## config.mk

```make
export PLATFORM = sky130hd
export DESIGN_NAME = mid_front
export DESIGN_NICKNAME = d
export VERILOG_FILES = /design/src/design/mid_pkg.sv /design/src/design/mid_front.sv
export SDC_FILE = /design/constraint.sdc
export NUM_CORES = 1
export LEC_CHECK = 0
export BUFFER_PORTS_ARGS = -buffer_cell sky130_fd_sc_hd__buf_2
export CAP_MARGIN = 0
export CORE_MARGIN = 2
export CORE_UTILIZATION = 53
export DETAILED_ROUTE_END_ITERATION = 10
export PLACE_DENSITY = 0.8
export SLEW_MARGIN = 20
export SYNTH_ARGS = -nofsm -noshare
export SYNTH_HDL_FRONTEND = slang
export SYNTH_SLANG_ARGS = --single-unit
```

## constraint.sdc

```tcl
create_clock -name clk_i -period 3.3 [get_ports clk_i]
set_input_delay 0.66 -clock clk_i [delete_from_list [all_inputs] [get_ports clk_i]]
set_output_delay 0.66 -clock clk_i [all_outputs]
set_load 0.01 [all_outputs]
```

## src/design/mid_pkg.sv

```systemverilog
// shared types and codes for the mesh dual builder
package mid_pkg;

  typedef enum logic [2:0] {
    OP_CLEAR = 3'd0,
    OP_LOAD  = 3'd1,
    OP_ENTRY = 3'd2,
    OP_QLINE = 3'd3,
    OP_QPNT  = 3'd4
  } op_e;

  typedef enum logic [1:0] {
    ST_OK      = 2'd0,
    ST_DUP_NEG = 2'd1,
    ST_DUP_POS = 2'd2,
    ST_RANGE   = 2'd3
  } status_e;

  localparam int unsigned CfgPointCount = 0;
  localparam int unsigned CfgLineCount  = 1;

  // classified command handed from front to back
  typedef struct packed {
    logic [2:0] op;
    logic       range_err;
    logic [9:0] item_index;
    logic [9:0] first_point;
    logic [9:0] second_point;
    logic [9:0] line_ref;
    logic       line_ref_present;
    logic       reversed;
    logic       closes_surface;
  } cmd_t;

  // one result beat
  typedef struct packed {
    logic       truncated;
    logic       last;
    logic       entry_valid;
    logic       entry_reversed;
    logic [9:0] entry_line;
    logic       surface_b_valid;
    logic [9:0] surface_b;
    logic       surface_a_valid;
    logic [9:0] surface_a;
    logic [1:0] status;
  } res_t;

endpackage

```

## src/design/mid_front.sv

```systemverilog
// front end: accepts input beats, range checks them and queues commands
module mid_front #(
  parameter int unsigned MAX_LINES  = 1024,
  parameter int unsigned MAX_POINTS = 1024
) (
  input  logic          clk_i,
  input  logic          rst_ni,
  input  logic          in_valid_i,
  output logic          in_ready_o,
  input  logic [45:0]   in_data_i,
  input  logic [10:0]   point_count_i,
  input  logic [10:0]   line_count_i,
  output logic          cmd_valid_o,
  input  logic          cmd_ready_i,
  output mid_pkg::cmd_t cmd_o
);

  localparam int unsigned Depth = 2;

  logic [2:0] op;
  logic [9:0] idx, p0, p1, lref;
  logic       present;
  logic [16:0] eff_lines, eff_points;
  mid_pkg::cmd_t cmd_new;

  assign op      = in_data_i[2:0];
  assign idx     = in_data_i[12:3];
  assign p0      = in_data_i[22:13];
  assign p1      = in_data_i[32:23];
  assign lref    = in_data_i[42:33];
  assign present = in_data_i[43];

  // effective counts clipped to the table sizes
  always_comb begin
    eff_lines  = (17'(line_count_i) < 17'(MAX_LINES)) ? 17'(line_count_i) : 17'(MAX_LINES);
    eff_points = (17'(point_count_i) < 17'(MAX_POINTS)) ?
                 17'(point_count_i) : 17'(MAX_POINTS);
  end

  // classify
  always_comb begin
    cmd_new = '0;
    cmd_new.op               = op;
    cmd_new.item_index       = idx;
    cmd_new.first_point      = p0;
    cmd_new.second_point     = p1;
    cmd_new.line_ref         = lref;
    cmd_new.line_ref_present = present;
    cmd_new.reversed         = in_data_i[44];
    cmd_new.closes_surface   = in_data_i[45];
    case (op)
      mid_pkg::OP_LOAD: cmd_new.range_err = (17'(idx) >= eff_lines) ||
                          (17'(p0) >= eff_points) || (17'(p1) >= eff_points);
      mid_pkg::OP_ENTRY: cmd_new.range_err = present && (17'(lref) >= eff_lines);
      mid_pkg::OP_QLINE: cmd_new.range_err = 17'(idx) >= eff_lines;
      mid_pkg::OP_QPNT:  cmd_new.range_err = 17'(idx) >= eff_points;
      default:           cmd_new.range_err = 1'b0;
    endcase
  end

  // two entry queue
  mid_pkg::cmd_t q_mem [Depth];
  logic       wr_q, rd_q;
  logic [1:0] cnt_q;
  logic       push, pop, valid_op;

  assign valid_op   = (op <= 3'(mid_pkg::OP_QPNT));
  assign in_ready_o = (cnt_q != 2'(Depth));
  assign push       = in_valid_i && in_ready_o && valid_op;
  assign cmd_valid_o = (cnt_q != 2'd0);
  assign pop        = cmd_valid_o && cmd_ready_i;
  assign cmd_o      = q_mem[rd_q];

  always_ff @(posedge clk_i) begin
    if (push) begin
      q_mem[wr_q] <= cmd_new;
    end
  end

  always_ff @(posedge clk_i or negedge rst_ni) begin
    if (!rst_ni) begin
      wr_q  <= 1'b0;
      rd_q  <= 1'b0;
      cnt_q <= 2'd0;
    end else begin
      if (push) wr_q <= ~wr_q;
      if (pop)  rd_q <= ~rd_q;
      cnt_q <= cnt_q + 2'(push) - 2'(pop);
    end
  end

`ifndef SYNTH
  a_cnt_bound: assert property (@(posedge clk_i) disable iff (!rst_ni)
    cnt_q <= 2'(Depth)) else $error("queue overflow");
  a_full_ready: assert property (@(posedge clk_i) disable iff (!rst_ni)
    (cnt_q == 2'(Depth)) |-> !in_ready_o) else $error("ready when full");
  a_pop_nonempty: assert property (@(posedge clk_i) disable iff (!rst_ni)
    pop |-> (cnt_q != 2'd0)) else $error("pop from empty queue");
`endif

endmodule

```

==> metrics.yaml, run 1 <==
status: "finished clean"
dpl_cell_area_um2: 5560
avgSynthCellArea_um2: 15.3
grt_pass1_wl_um: 15600
start_util_pct: 54.9
endpoint: "q_mem[0][43]$_DFFE_PP_"
worstMarginPinSlew_ns: 0.549
clkTransAtPathRegs_ns: 0.09
initialDrtViolationCount: 132
cts-hold-fix-buffers: 0
clock-root-buffer: "clkbuf_8"
r2r_slack_ns: 1.50
ys_top_cells_by_area: "edfxtp_1 (59%), ha_1 (14%), mux2_2 (11%)"
ys_types: 34
routed_wl_um: 9910
worstSetupPathType: "in2reg"
fmax_mhz: 374
die_h_um: 99.0
period_minus_slack_ns: 2.67
grt_overflow: 0
drc: 0
synth_edf_count: 94
first_global_vias: 3323
boundaryPins: 121
cp_max_fo: 13
syn-num-nets: 436
power_density_nw_per_um2: 637
total_leakage_power_nw: 2.33
wire_per_inst_um: 17.9
synth.cell_area_um2: 4790
r2r_cells: 7
fill_cells: 634
critPathLaunchType: "input pin"
synth.top_cell.area_share_pct: 59.0
finalCritPeriodShare_pct: 81.1
fp.dieArea_um2: 9810
ys_ff_latch: 98
crit_path_end_kind: "flip-flop"
crit_required_ns: 3.37
slew_headroom_pct: 63.4
cts_max_level: 3
rows: 34
drv_slew: 0
whs_ns: 0.0869
cts.sinks: 98
globalRouteTotalUtil_pct: 20.8
insertion_delay_ns: 0.35
yosys_warnings: 0
ant_nets: 0
netlist_instances: 312
synth.largest_area_cell: "edfxtp_1"
cts_resized: 0
clock_skew_ns: 0.00989
synthFlopType: "edfxtp_1"
synth-seq-area-share_pct: 61.1
rsz0062_at_grt: "no"
finalSetupViolCount: 0
irDropWorstVdd_uv: 346
drive_gt1_share_pct: 42.5
clockBufferDepth: 2
max-cap-violations: 0
via_count: 3056
cts_setup_buffers: 0
vias_per_cell: 5.53
antenna_found_initial: 0
fin_area_um2: 5770
syn_to_final_growth_pct: 20.5
finalHoldViolCount: 0
antenna_cells: 0
firstDrtPassIters: 4
dp_hpwl_um: 7340
hold_path.class: "in2async"
die_w_um: 99.0
routabilityCongestion: 0.886
core_region_area_um2: 8720
startpoint: "point_count_i[10]"
nNetsFinal: 565
io_buffer_count: 120
timing.rr.end: "cnt_q[1]$_DFF_PN0_"
rr_startpoint: "cnt_q[1]$_DFF_PN0_"
synthArstFlopShare_pct: 4.08
grt_max_degree: 28
cts_tree: "built"
cts_buffers: 9
critPathArrivalTime_ns: 2.75
## per-stage QoR
step                TNS (ns)  setup slack [ns]  power [mW]  std cells  utilization, %
floorplan             -11.40            -0.121        2.45        312               -
global placement           0             0.467        2.88        538            63.8
detailed placement         0             0.276        2.91        538            63.8
CTS                        0             0.658        3.72        553            66.1
global route               0             0.548        3.86        553            66.1
finish                     0             0.625        3.68        553            66.1
## final cells by class
type,instances,area (µm²),area share [%]
timing repair buffer,125,651,11.3
tap,108,135,2.34
clock inverter,6,82.6,1.43
sequential,98,2920,50.7
multi-input combinational,199,1820,31.6
inverter,8,30.0,0.521
clock buffer,9,124,2.15
## layer usage
metal / vias up / routed length (µm) / GRT usage, %
li1: 1477 / - / -
met1: 1479 / 3970 / 24.0
met2: 90 / 5330 / 37.9
met3: 10 / 518 / 4.47
met4: 0 / 98 / 7.38
met5: - / 0 / 0
## synthesized netlist by cell type (3+ instances only)
cell type / number
edfxtp_1: 94
nor2_1: 5
xnor2_1: 3
nand2b_1: 24
clkbuf_1: 5
nor2b_1: 4
nand2_1: 3
o21ai_0: 9
inv_1: 8
nand3_1: 4
a21oi_1: 14
mux2_2: 47
dfrtp_1: 4
a211o_1: 3
ha_1: 52
a21o_1: 6
## registers in the layout, indices dropped and copies added (netlist names)
| register | count |
|---|---|
| q_mem | 94 |
| cnt_q | 2 |
| rd_q | 1 |
| wr_q | 1 |
## cells in the final DEF (no fill, tap or decap), drive strengths merged, types with 2 or more instances in the layout
cell / n
inv: 8
a21oi: 14
nand2b: 24
bufinv: 2
nor3: 2
o211ai: 2
a21o: 6
dfrtp: 4
nor2b: 4
a211o: 3
o22ai: 2
ha: 52
xnor2: 3
buf: 125
edfxtp: 94
nor2: 5
mux2: 47
clkbuf: 9
o2111ai: 2
clkinv: 2
nor4b: 2
o21a: 2
nand2: 3
clkinvlp: 2
a2111oi: 2
nand3: 4
a41oi: 2
o21ai: 9
## kinds of logic after synthesis
logic type                 Yosys count  share of synthesized area [%]
and+or+nand+nor                     48                           5.80
DFF                                 98                           61.1
adders and majority gates           52                           13.6
buffers and inverters               15                           1.23
muxes                               47                           11.1
AOI/OAI and AO/OA                   48                           6.53
xor gates and xnor gates             4                          0.732
## worst min-delay path by stage
stage / start / endpoint / slack (ns) / cells after the start
finish: rst_ni / cnt_q[1]$_DFF_PN0_ / 0.09 / 1
floorplan: rst_ni / cnt_q[0]$_DFF_PN0_ / 0.36 / 0
global route: rst_ni / cnt_q[1]$_DFF_PN0_ / 0.06 / 1
detailed placement: rst_ni / cnt_q[1]$_DFF_PN0_ / 0.47 / 1
CTS: rst_ni / cnt_q[1]$_DFF_PN0_ / 0.07 / 1
global placement: rst_ni / cnt_q[0]$_DFF_PN0_ / 0.47 / 1
## power breakdown
group,leakage [nW],switching (mW),internal (mW)
Sequential,0.908,0.108,1.59
Clock,0.0964,0.391,0.418
Combinational,1.32,0.585,0.580
## worst max-delay path, cell delays in order
cell      delay, ns
buf_2          0.18
nand2b_1       0.22
ha_1           0.32
a21o_1         0.18
a211o_1        0.28
a41oi_1        0.19
o22ai_1        0.10
o41ai_1        0.42
o211ai_1       0.18
(Power assumes the default switching activity.)
==> run 2, diff against run 1 <==
- CORE_UTILIZATION: 53 -> 48
- PLACE_DENSITY: 0.8 -> 0.76
- clock period: 3.3 -> 2.3 ns (I/O delays scaled with it)
==> metrics.yaml, run 2 (same netlist as run 1, synthesis figures left out) <==
wire_per_inst_um: 17.5
met2RoutedLength_um: 5230
rows: 36
io_buffer_count: 120
nNetsFinal: 586
status: "finished clean"
crit_path_end_kind: "flip-flop"
irDropWorstVdd_uv: 532
fp.dieArea_um2: 10800
power_density_nw_per_um2: 912
ant_nets: 0
fin_tns_setup_ns: 0
max-cap-violations: 0
maxUsedRoutingLayer: "met4"
crit_required_ns: 2.40
met3_length_um: 506
clock_skew_ns: 0.00706
boundaryPins: 121
regMostFlops: "q_mem"
wl_met1_um: 4580
cts_tree: "built"
first_global_vias: 3402
globalRouteTotalUtil_pct: 20.1
cp_max_fo: 13
final_cell_mix: "buf_2 (120), edfxtp_1 (94), ha_1 (50), mux2_2 (47), buf_4 (23)"
vias_per_cell: 5.29
via_count: 3176
dp_hpwl_um: 7730
grt_max_degree: 38
routabilityCongestion: 0.902
drv_slew: 0
period_minus_slack_ns: 2.19
largest_reg_flops: 94
postLayoutCoreUtil_pct: 62.3
finalHoldViolCount: 0
insertion_delay_ns: 0.37
place_inst: 583
p_total_mw: 5.52
critPathLaunchType: "input pin"
slew_headroom_pct: 73.1
routed_wl_um: 10500
whs_ns: 0.281
hold_path.class: "in2reg"
total_leakage_power_nw: 2.47
worstSetupPathType: "in2reg"
clock-root-buffer: "clkbuf_8"
die_w_um: 104
start_util_pct: 49.2
core_region_area_um2: 9730
finalCritPeriodShare_pct: 95.4
grt_pass1_wl_um: 16800
final_common_cell: "buf_2"
clkTransAtPathRegs_ns: 0.09
critPathArrivalTime_ns: 2.30
worstMarginPinSlew_ns: 0.394
drive_gt1_share_pct: 46.7
cts_max_level: 3
clockBufferDepth: 2
antenna_found_initial: 0
firstDrtPassIters: 4
die_h_um: 104
cts_setup_buffers: 0
rsz0062_at_grt: "no"
antenna_cells: 0
fin_cells: 600
initialDrtViolationCount: 85
finalSetupViolCount: 0
fmax_mhz: 456
cts.sinks: 98
largestRegisters: "q_mem (94), cnt_q (2)"
drc: 0
syn_to_final_growth_pct: 26.6
grt_overflow: 0
cts_buffers: 9
[run 2: final timing paths]
kind                                    start                      to  slack (ns)  cells past startpoint
hold reg to reg            cnt_q[1]$_DFF_PN0_      cnt_q[1]$_DFF_PN0_        0.50                      1
hold / removal                  in_data_i[44]   q_mem[0][1]$_DFFE_PP_        0.28                      1
setup reg to reg           cnt_q[1]$_DFF_PN0_      cnt_q[1]$_DFF_PN0_        0.52                      7
setup / recovery            point_count_i[10]  q_mem[0][43]$_DFFE_PP_        0.11                     10
min in group asynchronous              rst_ni        rd_q$_DFFE_PN0P_        0.42                      2
max in group asynchronous              rst_ni        rd_q$_DFFE_PN0P_        1.75                      2
[run 2: power breakdown]
part / total [mW] / internal (mW) / leakage [nW] / switching, mW
clock: 1.33 / 0.722 / 0.120 / 0.608
combinational: 1.83 / 0.877 / 1.44 / 0.950
sequential: 2.37 / 2.29 / 0.908 / 0.0790
total: 5.52 / 3.89 / 2.47 / 1.64
[run 2: layout make-up]
class | instances | area [µm²]
Sequential cell | 98 | 2920
Tap cell | 133 | 166
Inverter | 8 | 30.0
Clock inverter | 7 | 116
Clock buffer | 9 | 124
Multi-Input combinational cell | 199 | 1880
Fill cell | 775 | 3670
Timing Repair Buffer | 146 | 823
[run 2: worst max-delay path, cell delays in order]
cell and delay (ns):
buf_2 0.17, nand2b_1 0.21, buf_4 0.15, ha_1 0.28
and3_1 0.15, nand3_1 0.08, a21oi_1 0.04, a2111oi_0 0.38
a2bb2oi_1 0.24, o211ai_1 0.14
[run 2: per-layer routing]
| metal | up-vias | GRT usage, % |
|---|---|---|
| li1 | 1514 | - |
| met1 | 1559 | 25.2 |
| met2 | 89 | 33.9 |
| met3 | 14 | 4.76 |
| met4 | 0 | 7.82 |
| met5 | - | 0 |
[run 2: repair_timing]
item,CTS,global route
hold buffers,1,0
endpoints found under the hold margin,4,0
gates resized for setup,0,0
[run 2: through the flow]
step | setup WS [ns] | instance area, µm²
2_1_floorplan | -0.166 | 4860
3_3_place_gp | -0.211 | 5810
3_5_place_dp | -0.253 | 5810
4_1_cts | 0.144 | 6060
5_1_grt | 0.00764 | 6060
6_report | 0.105 | 6060
==> run 3, diff against run 2 <==
- CORE_UTILIZATION: 48 -> 45
- PLACE_DENSITY: 0.76 -> 0.72
==> metrics.yaml, run 3 (same netlist as run 1, synthesis figures left out) <==
regMostFlops: "q_mem"
rows: 37
clkPwrFrac_pct: 22.3
worstMarginPinSlew_ns: 0.377
status: "finished clean"
vias_per_cell: 5.10
final_cell_mix: "buf_2 (120), edfxtp_1 (94), ha_1 (50), mux2_2 (47), buf_4 (28)"
grt_overflow: 0
drv_slew: 0
p_total_mw: 5.39
crit_required_ns: 2.40
drive_gt1_share_pct: 47.2
fill_cells: 833
syn_to_final_growth_pct: 27.2
finalSetupViolCount: 0
boundaryPins: 121
finalCritPeriodShare_pct: 92.7
routed_wl_um: 10100
crit_path_end_kind: "flip-flop"
clkTransAtPathRegs_ns: 0.09
swShare_pct: 29.9
period_minus_slack_ns: 2.13
clock-root-buffer: "clkbuf_8"
first_global_vias: 3180
grt_max_degree: 37
start_util_pct: 46.4
largestRegisters: "q_mem (94), cnt_q (2)"
place_inst: 591
rsz0062_at_grt: "no"
initialDrtViolationCount: 95
fin_area_um2: 6090
cts.sinks: 98
drc: 0
multi_input_area_um2: 1880
whs_ns: 0.283
seq_power_share_pct: 44.0
comb_power_share_pct: 33.8
nNetsFinal: 591
power_density_nw_per_um2: 885
max-cap-violations: 0
cts_max_level: 3
critPathLaunchType: "input pin"
r2r_slack_ns: 0.53
clock_skew_ns: 0.0108
io_buffer_count: 120
die_h_um: 107
postLayoutCoreUtil_pct: 59.0
switchingPower_mw: 1.61
dp_hpwl_um: 7610
total_leakage_power_nw: 2.48
critPathArrivalTime_ns: 2.23
insertion_delay_ns: 0.36
firstDrtPassIters: 4
worstSetupPathType: "in2reg"
finalHoldViolCount: 0
slew_headroom_pct: 74.2
antenna_cells: 0
ant_nets: 0
power.internal_mw: 3.78
routabilityCongestion: 0.835
dpl_cell_area_um2: 5850
irDropWorstVdd_uv: 392
hold_path.class: "in2reg"
fin_cells: 608
regArea_um2: 2920
cts_buffers: 9
cp_max_fo: 11
final_common_cell: "buf_2"
fp.dieArea_um2: 11500
wire_per_inst_um: 16.6
via_count: 3098
core_region_area_um2: 10300
cts_tree: "built"
die_w_um: 107
grt_pass1_wl_um: 15800
antenna_found_initial: 0
globalRouteTotalUtil_pct: 18.4
largest_reg_flops: 94
fmax_mhz: 469
clockBufferDepth: 2
run 3: cell count changes in the layout (fill, tap and decap cells not counted):
cell,before,now
buf_4,23,28
clkinv_4,0,2
a2111oi_0,2,1
a2111oi_1,0,1
bufinv_16,3,2
clkinv_1,0,1
clkinv_2,2,1
inv_6,1,0
o41ai_1,1,0
o41ai_2,0,1
run 3: path summary, 6_finish.rpt:
check,start,end,cells past startpoint
hold reg to reg,cnt_q[1]$_DFF_PN0_,cnt_q[1]$_DFF_PN0_,1
setup / recovery,point_count_i[10],q_mem[0][43]$_DFFE_PP_,9
max in group asynchronous,rst_ni,rd_q$_DFFE_PN0P_,2
setup reg to reg,cnt_q[1]$_DFF_PN0_,cnt_q[1]$_DFF_PN0_,7
hold / removal,in_data_i[45],q_mem[1][0]$_DFFE_PP_,1
min in group asynchronous,rst_ni,wr_q$_DFFE_PN0P_,2
run 3: power by group through the flow:
stage / Clock [mW] / Combinational [mW] / Sequential, mW
after floorplan: 0 / 1.13 / 2.39
after global placement: 0 / 1.82 / 2.39
after detailed placement: 0 / 1.85 / 2.41
after CTS: 1.23 / 1.85 / 2.37
after global routing: 1.30 / 2.00 / 2.39
final: 1.20 / 1.82 / 2.37
run 3: through the flow:
step	TNS [ns]	worst slack, ns
final	0	0.169
after global routing	0	0.0619
after CTS	0	0.119
after detailed placement	-0.597	-0.298
after global placement	-0.490	-0.245
after floorplan	-15.71	-0.166
run 3: worst max-delay path: stages:
cell,delay (ns)
buf_2,0.19
nand2b_4,0.20
ha_4,0.20
a21o_1,0.15
a211o_1,0.27
a41oi_2,0.16
o22ai_1,0.11
o41ai_2,0.34
o211ai_1,0.16
run 3: timing repair:
item | in CTS | in global routing
setup buffers | 0 | 0
setup endpoints to repair | 0 | 2
gates resized for setup | 0 | 2
hold buffers | 1 | 0
endpoints found under the hold margin | 4 | 0
run 3: area by class of cell:
cell class              instances  share of cell area, %
flip-flops and latches         98                   48.0
well taps                     136                   2.80
clock buffers                   9                   2.03
multi-input cells             199                   31.0
clock inverters                 7                   1.54
repair buffers                151                   14.1
inverters                       8                  0.493
run 3: per-layer routing:
| metal | share of wire [%] | GRT usage, % | up-vias | routed length (µm) |
|---|---|---|---|---|
| li1 | - | - | 1528 | - |
| met1 | 43 | 23.0 | 1485 | 4400 |
| met2 | 51 | 31.2 | 74 | 5110 |
| met3 | 4.6 | 4.26 | 11 | 470 |
| met4 | 1.4 | 6.77 | 0 | 142 |
| met5 | 0 | 0 | - | 0 |
